File: config.mk
export PLATFORM = sky130hd
export DESIGN_NAME = sequential_list_engine
export DESIGN_NICKNAME = d
export VERILOG_FILES = /design/src/hw/rtl/sle_pkg.sv /design/src/hw/rtl/sle_store.sv /design/src/hw/rtl/sle_seq.sv /design/src/hw/rtl/sequential_list_engine.sv
export VERILOG_INCLUDE_DIRS = /design/src /design/src/hw/rtl
export SDC_FILE = /design/constraint.sdc
export NUM_CORES = 2
export LEC_CHECK = 0
export BUFFER_PORTS_ARGS = -buffer_cell sky130_fd_sc_hd__buf_2
export CAP_MARGIN = 20
export CORE_MARGIN = 10
export CORE_UTILIZATION = 25
export CTS_CLUSTER_DIAMETER = 150
export CTS_CLUSTER_SIZE = 25
export DETAILED_ROUTE_END_ITERATION = 16
export HOLD_SLACK_MARGIN = 0.1
export PLACE_DENSITY = 0.4
export SKIP_CTS_REPAIR_TIMING = 1
export SLEW_MARGIN = 15
export SYNTH_ARGS = -nofsm -noshare
export SYNTH_HDL_FRONTEND = slang
export SYNTH_SLANG_ARGS = --single-unit
export TNS_END_PERCENT = 10
File: constraint.sdc
create_clock -name clk_i -period 5.65 [get_ports clk_i]
set_input_delay 0.2825 -clock clk_i [delete_from_list [all_inputs] [get_ports clk_i]]
set_output_delay 0.2825 -clock clk_i [all_outputs]
set_load 0.005 [all_outputs]
File: src/hw/rtl/assert_macros.svh
// Assertion helpers used by the list sequencer. Every check is clocked on clk_i and
// is switched off while rst_ni is low.
`ifndef ASSERT_MACROS_SVH
`define ASSERT_MACROS_SVH

// A property that must hold at every rising edge outside reset.
`define SLE_ASSERT(lbl, prop, msg) \
  lbl: assert property (@(posedge clk_i) disable iff (!rst_ni) (prop)) else $error(msg);

// A condition that must never be seen at a rising edge outside reset.
`define SLE_NEVER(lbl, cond, msg) \
  lbl: assert property (@(posedge clk_i) disable iff (!rst_ni) !(cond)) else $error(msg);

`endif

File: src/hw/rtl/sle_pkg.sv
package sle_pkg;

  typedef enum logic [2:0] {
    KIND_CLEAR  = 3'd0,
    KIND_GET    = 3'd1,
    KIND_LOCATE = 3'd2,
    KIND_INSERT = 3'd3,
    KIND_DELETE = 3'd4
  } kind_e;

  typedef enum logic [2:0] {
    S_IDLE,
    S_GET,
    S_LOCATE,
    S_INSERT,
    S_INS_PUT,
    S_DELETE,
    S_FINISH
  } state_e;

  localparam logic STATUS_OK  = 1'b0;
  localparam logic STATUS_ERR = 1'b1;

  typedef struct packed {
    logic               done;
    logic               status;
    logic signed [31:0] element;
    logic [7:0]         found_at;
    logic [7:0]         count;
  } result_t;

endpackage

File: src/hw/rtl/sle_store.sv
module sle_store #(
  parameter int unsigned CAPACITY = 128,
  localparam int unsigned AW = (CAPACITY > 1) ? $clog2(CAPACITY) : 1
) (
  input  logic          clk_i,
  input  logic          we_i,
  input  logic [AW-1:0] waddr_i,
  input  logic [31:0]   wdata_i,
  input  logic          re_i,
  input  logic [AW-1:0] raddr_i,
  output logic [31:0]   rdata_o
);

  logic [31:0] mem_q [CAPACITY];
  logic [31:0] rdata_q;

  always_ff @(posedge clk_i) begin
    if (we_i) begin
      mem_q[waddr_i] <= wdata_i;
    end
  end

  // Read data is registered; the port keeps its last word while not reading.
  always_ff @(posedge clk_i) begin
    if (re_i) begin
      rdata_q <= mem_q[raddr_i];
    end
  end

  assign rdata_o = rdata_q;

endmodule

File: src/hw/rtl/sle_seq.sv
`include "assert_macros.svh"

module sle_seq import sle_pkg::*; #(
  parameter int unsigned CAPACITY = 128,
  localparam int unsigned AW = (CAPACITY > 1) ? $clog2(CAPACITY) : 1,
  localparam int unsigned LW = $clog2(CAPACITY + 1)
) (
  input  logic               clk_i,
  input  logic               rst_ni,
  input  logic               req_i,
  input  logic [2:0]         kind_i,
  input  logic [7:0]         position_i,
  input  logic signed [31:0] value_i,
  input  logic               out_free_i,
  output logic               busy_o,
  output logic               mem_we_o,
  output logic [AW-1:0]      mem_waddr_o,
  output logic [31:0]        mem_wdata_o,
  output logic               mem_re_o,
  output logic [AW-1:0]      mem_raddr_o,
  input  logic [31:0]        mem_rdata_i,
  output result_t            res_o
);

  // Compare width: wide enough for both the position and the length plus one.
  localparam int unsigned CW = ((LW > 8) ? LW : 8) + 1;

  state_e        state_q, state_d;
  logic [LW-1:0] len_q, len_d;
  logic [AW-1:0] idx_q, idx_d;
  logic [AW-1:0] tgt_q, tgt_d;
  logic [31:0]   val_q, val_d;
  logic          status_q, status_d;
  logic [31:0]   element_q, element_d;
  logic [7:0]    found_q, found_d;
  logic          done_w;
  logic          walk_w;

  logic [CW-1:0] pos_w, len_w, pos_m1_w, len_m1_w, idx_next_w, len_ext_w;
  logic          pos_ok_rd, pos_ok_ins;

  assign pos_w      = CW'(position_i);
  assign len_w      = CW'(len_q);
  assign pos_m1_w   = pos_w - CW'(1);
  assign len_m1_w   = len_w - CW'(1);
  assign idx_next_w = CW'(idx_q) + CW'(1);
  assign len_ext_w  = CW'(len_q);

  assign pos_ok_rd  = (pos_w != '0) && (pos_w <= len_w);
  assign pos_ok_ins = (pos_w != '0) && (pos_w <= len_w + CW'(1)) &&
                      (len_w < CW'(CAPACITY));

  always_ff @(posedge clk_i or negedge rst_ni) begin
    if (!rst_ni) begin
      state_q <= S_IDLE;
      len_q   <= '0;
    end else begin
      state_q <= state_d;
      len_q   <= len_d;
    end
  end

  always_ff @(posedge clk_i) begin
    idx_q     <= idx_d;
    tgt_q     <= tgt_d;
    val_q     <= val_d;
    status_q  <= status_d;
    element_q <= element_d;
    found_q   <= found_d;
  end

  always_comb begin
    state_d     = state_q;
    len_d       = len_q;
    idx_d       = idx_q;
    tgt_d       = tgt_q;
    val_d       = val_q;
    status_d    = status_q;
    element_d   = element_q;
    found_d     = found_q;
    mem_we_o    = 1'b0;
    mem_waddr_o = idx_q;
    mem_wdata_o = mem_rdata_i;
    mem_re_o    = 1'b0;
    mem_raddr_o = idx_q;
    done_w      = 1'b0;

    case (state_q)
      S_IDLE: begin
        if (req_i) begin
          val_d     = value_i;
          tgt_d     = pos_m1_w[AW-1:0];
          status_d  = STATUS_OK;
          element_d = '0;
          found_d   = '0;
          state_d   = S_FINISH;
          case (kind_i)
            KIND_CLEAR: begin
              len_d = '0;
            end
            KIND_GET: begin
              if (pos_ok_rd) begin
                mem_re_o    = 1'b1;
                mem_raddr_o = pos_m1_w[AW-1:0];
                state_d     = S_GET;
              end else begin
                status_d = STATUS_ERR;
              end
            end
            KIND_LOCATE: begin
              if (len_q != '0) begin
                mem_re_o    = 1'b1;
                mem_raddr_o = '0;
                idx_d       = '0;
                state_d     = S_LOCATE;
              end
            end
            KIND_INSERT: begin
              if (!pos_ok_ins) begin
                status_d = STATUS_ERR;
              end else if (pos_w <= len_w) begin
                // Entries from the tail down to the target move up one place.
                mem_re_o    = 1'b1;
                mem_raddr_o = len_m1_w[AW-1:0];
                idx_d       = len_m1_w[AW-1:0];
                state_d     = S_INSERT;
              end else begin
                state_d = S_INS_PUT;
              end
            end
            KIND_DELETE: begin
              if (pos_ok_rd) begin
                mem_re_o    = 1'b1;
                mem_raddr_o = pos_m1_w[AW-1:0];
                idx_d       = pos_m1_w[AW-1:0];
                state_d     = S_DELETE;
              end else begin
                status_d = STATUS_ERR;
              end
            end
            default: begin
              status_d = STATUS_ERR;
            end
          endcase
        end
      end

      S_GET: begin
        element_d = mem_rdata_i;
        state_d   = S_FINISH;
      end

      // The next entry is fetched while the current one is compared.
      S_LOCATE: begin
        if (mem_rdata_i == val_q) begin
          found_d = idx_next_w[7:0];
          state_d = S_FINISH;
        end else if (idx_next_w == len_w) begin
          state_d = S_FINISH;
        end else begin
          mem_re_o    = 1'b1;
          mem_raddr_o = idx_next_w[AW-1:0];
          idx_d       = idx_next_w[AW-1:0];
        end
      end

      S_INSERT: begin
        mem_we_o    = 1'b1;
        mem_waddr_o = idx_q + AW'(1);
        mem_wdata_o = mem_rdata_i;
        if (idx_q == tgt_q) begin
          state_d = S_INS_PUT;
        end else begin
          mem_re_o    = 1'b1;
          mem_raddr_o = idx_q - AW'(1);
          idx_d       = idx_q - AW'(1);
        end
      end

      S_INS_PUT: begin
        mem_we_o    = 1'b1;
        mem_waddr_o = tgt_q;
        mem_wdata_o = val_q;
        len_d       = len_q + LW'(1);
        state_d     = S_FINISH;
      end

      // The first word read is the removed element; later words move down.
      S_DELETE: begin
        if (idx_q == tgt_q) begin
          element_d = mem_rdata_i;
        end else begin
          mem_we_o    = 1'b1;
          mem_waddr_o = idx_q - AW'(1);
          mem_wdata_o = mem_rdata_i;
        end
        if (idx_next_w == len_w) begin
          len_d   = len_q - LW'(1);
          state_d = S_FINISH;
        end else begin
          mem_re_o    = 1'b1;
          mem_raddr_o = idx_next_w[AW-1:0];
          idx_d       = idx_next_w[AW-1:0];
        end
      end

      S_FINISH: begin
        if (out_free_i) begin
          done_w  = 1'b1;
          state_d = S_IDLE;
        end
      end

      default: begin
        state_d = S_IDLE;
      end
    endcase
  end

  assign busy_o         = (state_q != S_IDLE);
  assign walk_w         = (state_q == S_LOCATE) || (state_q == S_DELETE);
  assign res_o.done     = done_w;
  assign res_o.status   = status_q;
  assign res_o.element  = element_q;
  assign res_o.found_at = found_q;
  assign res_o.count    = len_ext_w[7:0];

  `SLE_ASSERT(a_len_bound, CW'(len_q) <= CW'(CAPACITY), "list length beyond capacity")
  `SLE_ASSERT(a_req_busy, req_i |=> busy_o, "request taken but sequencer stayed idle")
  `SLE_NEVER(a_done_blocked, res_o.done && !out_free_i, "result issued into a full output")
  `SLE_ASSERT(a_walk_in_list, walk_w |-> CW'(idx_q) < len_w, "walk index outside the list")

endmodule

File: src/hw/rtl/sequential_list_engine.sv
// Channel | Direction | Handshake             | Payload
// request | in        | in_valid_i/in_stall_o | kind_i, position_i, value_i
// result  | out       | out_valid_o/out_stall_i | status_o, element_o, found_at_o, count_o
//
// One request is worked at a time; the store has one read and one write port and the
// sequencer moves or compares one entry per cycle.
// Reset empties the list at once; the store itself is not cleared and needs no pass.
// A finished result waits in the output register while the next request is taken; the
// sequencer only holds in its final state when that register is still stalled.
module sequential_list_engine import sle_pkg::*; #(
  parameter int unsigned CAPACITY = 128
) (
  input  logic               clk_i,
  input  logic               rst_ni,
  input  logic               in_valid_i,
  output logic               in_stall_o,
  input  logic [2:0]         kind_i,
  input  logic [7:0]         position_i,
  input  logic signed [31:0] value_i,
  output logic               out_valid_o,
  input  logic               out_stall_i,
  output logic               status_o,
  output logic signed [31:0] element_o,
  output logic [7:0]         found_at_o,
  output logic [7:0]         count_o
);

  localparam int unsigned AW = (CAPACITY > 1) ? $clog2(CAPACITY) : 1;

  logic          busy;
  logic          in_xfer;
  logic          out_free;
  logic          mem_we, mem_re;
  logic [AW-1:0] mem_waddr, mem_raddr;
  logic [31:0]   mem_wdata, mem_rdata;
  result_t       res;

  logic               out_valid_q, out_valid_d;
  logic               status_q;
  logic signed [31:0] element_q;
  logic [7:0]         found_q;
  logic [7:0]         count_q;

  assign in_stall_o = busy;
  assign in_xfer    = in_valid_i && !busy;
  assign out_free   = !out_valid_q || !out_stall_i;

  sle_seq #(
    .CAPACITY(CAPACITY)
  ) u_seq (
    .clk_i       (clk_i),
    .rst_ni      (rst_ni),
    .req_i       (in_xfer),
    .kind_i      (kind_i),
    .position_i  (position_i),
    .value_i     (value_i),
    .out_free_i  (out_free),
    .busy_o      (busy),
    .mem_we_o    (mem_we),
    .mem_waddr_o (mem_waddr),
    .mem_wdata_o (mem_wdata),
    .mem_re_o    (mem_re),
    .mem_raddr_o (mem_raddr),
    .mem_rdata_i (mem_rdata),
    .res_o       (res)
  );

  sle_store #(
    .CAPACITY(CAPACITY)
  ) u_store (
    .clk_i   (clk_i),
    .we_i    (mem_we),
    .waddr_i (mem_waddr),
    .wdata_i (mem_wdata),
    .re_i    (mem_re),
    .raddr_i (mem_raddr),
    .rdata_o (mem_rdata)
  );

  always_comb begin
    out_valid_d = out_valid_q;
    if (res.done) begin
      out_valid_d = 1'b1;
    end else if (!out_stall_i) begin
      out_valid_d = 1'b0;
    end
  end

  always_ff @(posedge clk_i or negedge rst_ni) begin
    if (!rst_ni) begin
      out_valid_q <= 1'b0;
    end else begin
      out_valid_q <= out_valid_d;
    end
  end

  always_ff @(posedge clk_i) begin
    if (res.done) begin
      status_q  <= res.status;
      element_q <= res.element;
      found_q   <= res.found_at;
      count_q   <= res.count;
    end
  end

  assign out_valid_o = out_valid_q;
  assign status_o    = status_q;
  assign element_o   = element_q;
  assign found_at_o  = found_q;
  assign count_o     = count_q;

endmodule
==> out/qor.csv <==
metric;value;unit
outcome;finished, violations left;
violations in the final reports;setup timing;
dominant register cell in the synthesized netlist;edfxtp_1;
clock tree from TritonCTS;done;
drt first pass iters;6;
Synth Net Count;11200;
Hold Path Class;in -> reg;
area of the mapped netlist;0.169;mm^2
Max FO, Critical Path;16;
# fillers;67100;
proportion of layout cells with a drive suffix above 1;0.163;
number of antenna violations at the first check in global routing;59;
Yosys reg bits;4276;
# IOs;98;
total die area;0.707;mm^2
normalized max-slew margin;0.216;
final count of hold timing violations;0;
estimated wirelength of the detail-placed design;371000;um
top cells by count, synth;4,264 x edfxtp_1, 2,039 x nand2_1, 1,094 x mux2i_1;
pin count of the biggest net entering global routing;110;
post-route ant nets;0;
total number of nets in the final design;12100;
Critical Path Source Type;register;
post-synthesis sequential area ratio;0.761;
total grt overflow;0;
minimum clock period after layout;6.21;ns
global-route usage over all layers;0.163;
global-route wire length before repair;820000;um
via count of the first global-routing pass;94900;
ratio of routed vias to standard cells;4.76;
CP peak stage delay;0.61;ns
async set-reset flop share out of synthesis;0.00281;
cell types with the largest area share after synthesis;edfxtp_1 76%, mux2i_1 6.5%, nand2_1 4.5%, nand3_1 2.8%, o22ai_1 1.9%;
Post-Synthesis Cells;11100;
critical path class;reg -> reg;
Layout area overhead;18.5;%
synthesized area per cell;15.2;um^2
f_max;161;MHz
max-slew violations;0;
Worst Reg2Reg Path Length in Cells;27;
number of buffers created by CTS;197;
Yosys top cell by area;edfxtp_1;
WL per Instance;28.7;um
Worst-Margin Slew;1.18;ns
Worst Setup Slack post-DPL;-1.14;ns
Worst EP arrival;6.94;ns
RePlAce Congestion;0.828;
count of flip-flops with a built-in enable after synthesis;4264;
floorplan row count;301;
routed wire length;604000;um
Vert. Die Dim;841;um
buffer depth of the longest clock path;4;
Cell variety after synth;77;
total number of vias;100000;
most common cell in the synthesized netlist;edfxtp_1;
part of the cycle the worst path needs;1.10;
RSZ-0062 raised after global routing;yes;
Port Buf Inserts;97;
Clock Sink Count;4276;
worst setup margin;-0.559;ns
Final setup viols;32;
final setup skew;0.0839;ns
initial cell density of the core;0.251;
Synth top area share;0.760;
clock-pin slew of the registers on the worst-case setup and hold paths;0.11;ns
Placeable Area;0.672;mm^2
initial drt markers;11000;
Yosys warning total;0;
library cell appearing most often on the critical path;buf_4;
critical path required time;6.38;ns
standard cell with the maximum stage delay on the critical path;o41ai_2;
Min-Delay Path Depth;6;
max-capacitance violation count;0;
critical path capture point type;register;
source-to-sink clock delay at the later pin of the worst-skew pair;0.98;ns
root buf cell;clkbuf_16;
DRC viols;0;
Die W;841;um
H-tree lvl count;4;
-- path summary, 6_finish.rpt --
| path | end | start | slack (ns) |
|---|---|---|---|
| min | u_seq.state_q[1] | position_i[7] | 0.16 |
| max in group asynchronous | out_valid_o | rst_ni | 4.63 |
| max | u_store.rdata_o[7] | u_seq.len_q[3] | -0.56 |
| min in group asynchronous | u_seq.state_q[2] | rst_ni | 0.51 |
| min reg2reg | element_o[8] | u_seq.element_q[8] | 0.43 |
| max reg2reg | u_store.rdata_o[7] | u_seq.len_q[3] | -0.56 |
-- worst max-delay path, delay by kind of cell (launching register included) --
family	cells	cell delay [ns]
flops	1	0.39
buf+inv	10	1.68
xor+xnor	1	0.15
simple gates	7	1.30
mux	1	0.22
compound gates	7	1.79
fa+ha+maj	1	0.35
-- cell families (layout without fill, tap and decap cells) --
group | Yosys count | in the layout | synth area share
flops | 4276 | 4276 | 0.761
simple gates | 3497 | 3497 | 0.0883
compound gates | 1364 | 1364 | 0.0563
mux | 1128 | 1128 | 0.0672
buf+inv | 722 | 1716 | 0.0207
xor+xnor | 75 | 75 | 0.00390
fa+ha+maj | 29 | 29 | 0.00220
other cells | 0 | 29 | 0
-- metal layers --
metal  share of wire  global-route usage  vias to the layer above
met5        0.000048                   0                        -
met4           0.021              0.0323                        6
met3           0.057              0.0188                      442
met2            0.46               0.258                     2876
met1            0.47               0.241                    52600
li1                -                   -                    44200
-- stage by stage --
step / utilization / instance area, um^2 / hold WS (ns) / setup TNS (ns) / std cells
2_1_floorplan: - / 169000 / -0.0131 / 0 / 11100
3_3_place_gp: 0.285 / 191000 / 0.227 / -30.59 / 20600
3_5_place_dp: 0.285 / 191000 / 0.224 / -22.22 / 20700
4_1_cts: 0.293 / 197000 / -0.869 / -24.45 / 20900
5_1_grt: 0.297 / 200000 / 0.127 / -19.84 / 21000
6_report: 0.297 / 200000 / 0.155 / -11.40 / 21100
-- registers in the layout, summed over array words and instances, names as in the netlist, 32 cells and up --
name / cells
u_seq.val_q: 32
u_seq.element_q: 32
u_store.mem_q: 4096
element_o: 32
u_store.rdata_o: 32
-- layout by cell type (no fill, tap or decap), drive strengths merged, types with 68 or more instances in the layout --
cell	instances
dlygate4sd3	80
mux2i	1094
o22ai	521
and3	73
o41ai	129
nand3	927
clkbuf	224
a21oi	226
edfxtp	4264
buf	1357
a221oi	68
nand2	2039
nor2	285
-- cell type report --
type | count | area, um^2 | area share
Inverter | 29 | 109 | 0.000545
Tap cell | 8938 | 11200 | 0.0560
Clock buffer | 211 | 4980 | 0.0249
Antenna cell | 29 | 72.6 | 0.000363
Multi-Input combinational cell | 6093 | 39800 | 0.199
Clock inverter | 24 | 417 | 0.00209
Sequential cell | 4276 | 128000 | 0.643
Timing Repair Buffer | 1452 | 14800 | 0.0741
Power is left out: the tool's default activity adds up to more than one toggle a clock period on the data nets, which glitch-free logic cannot reach.
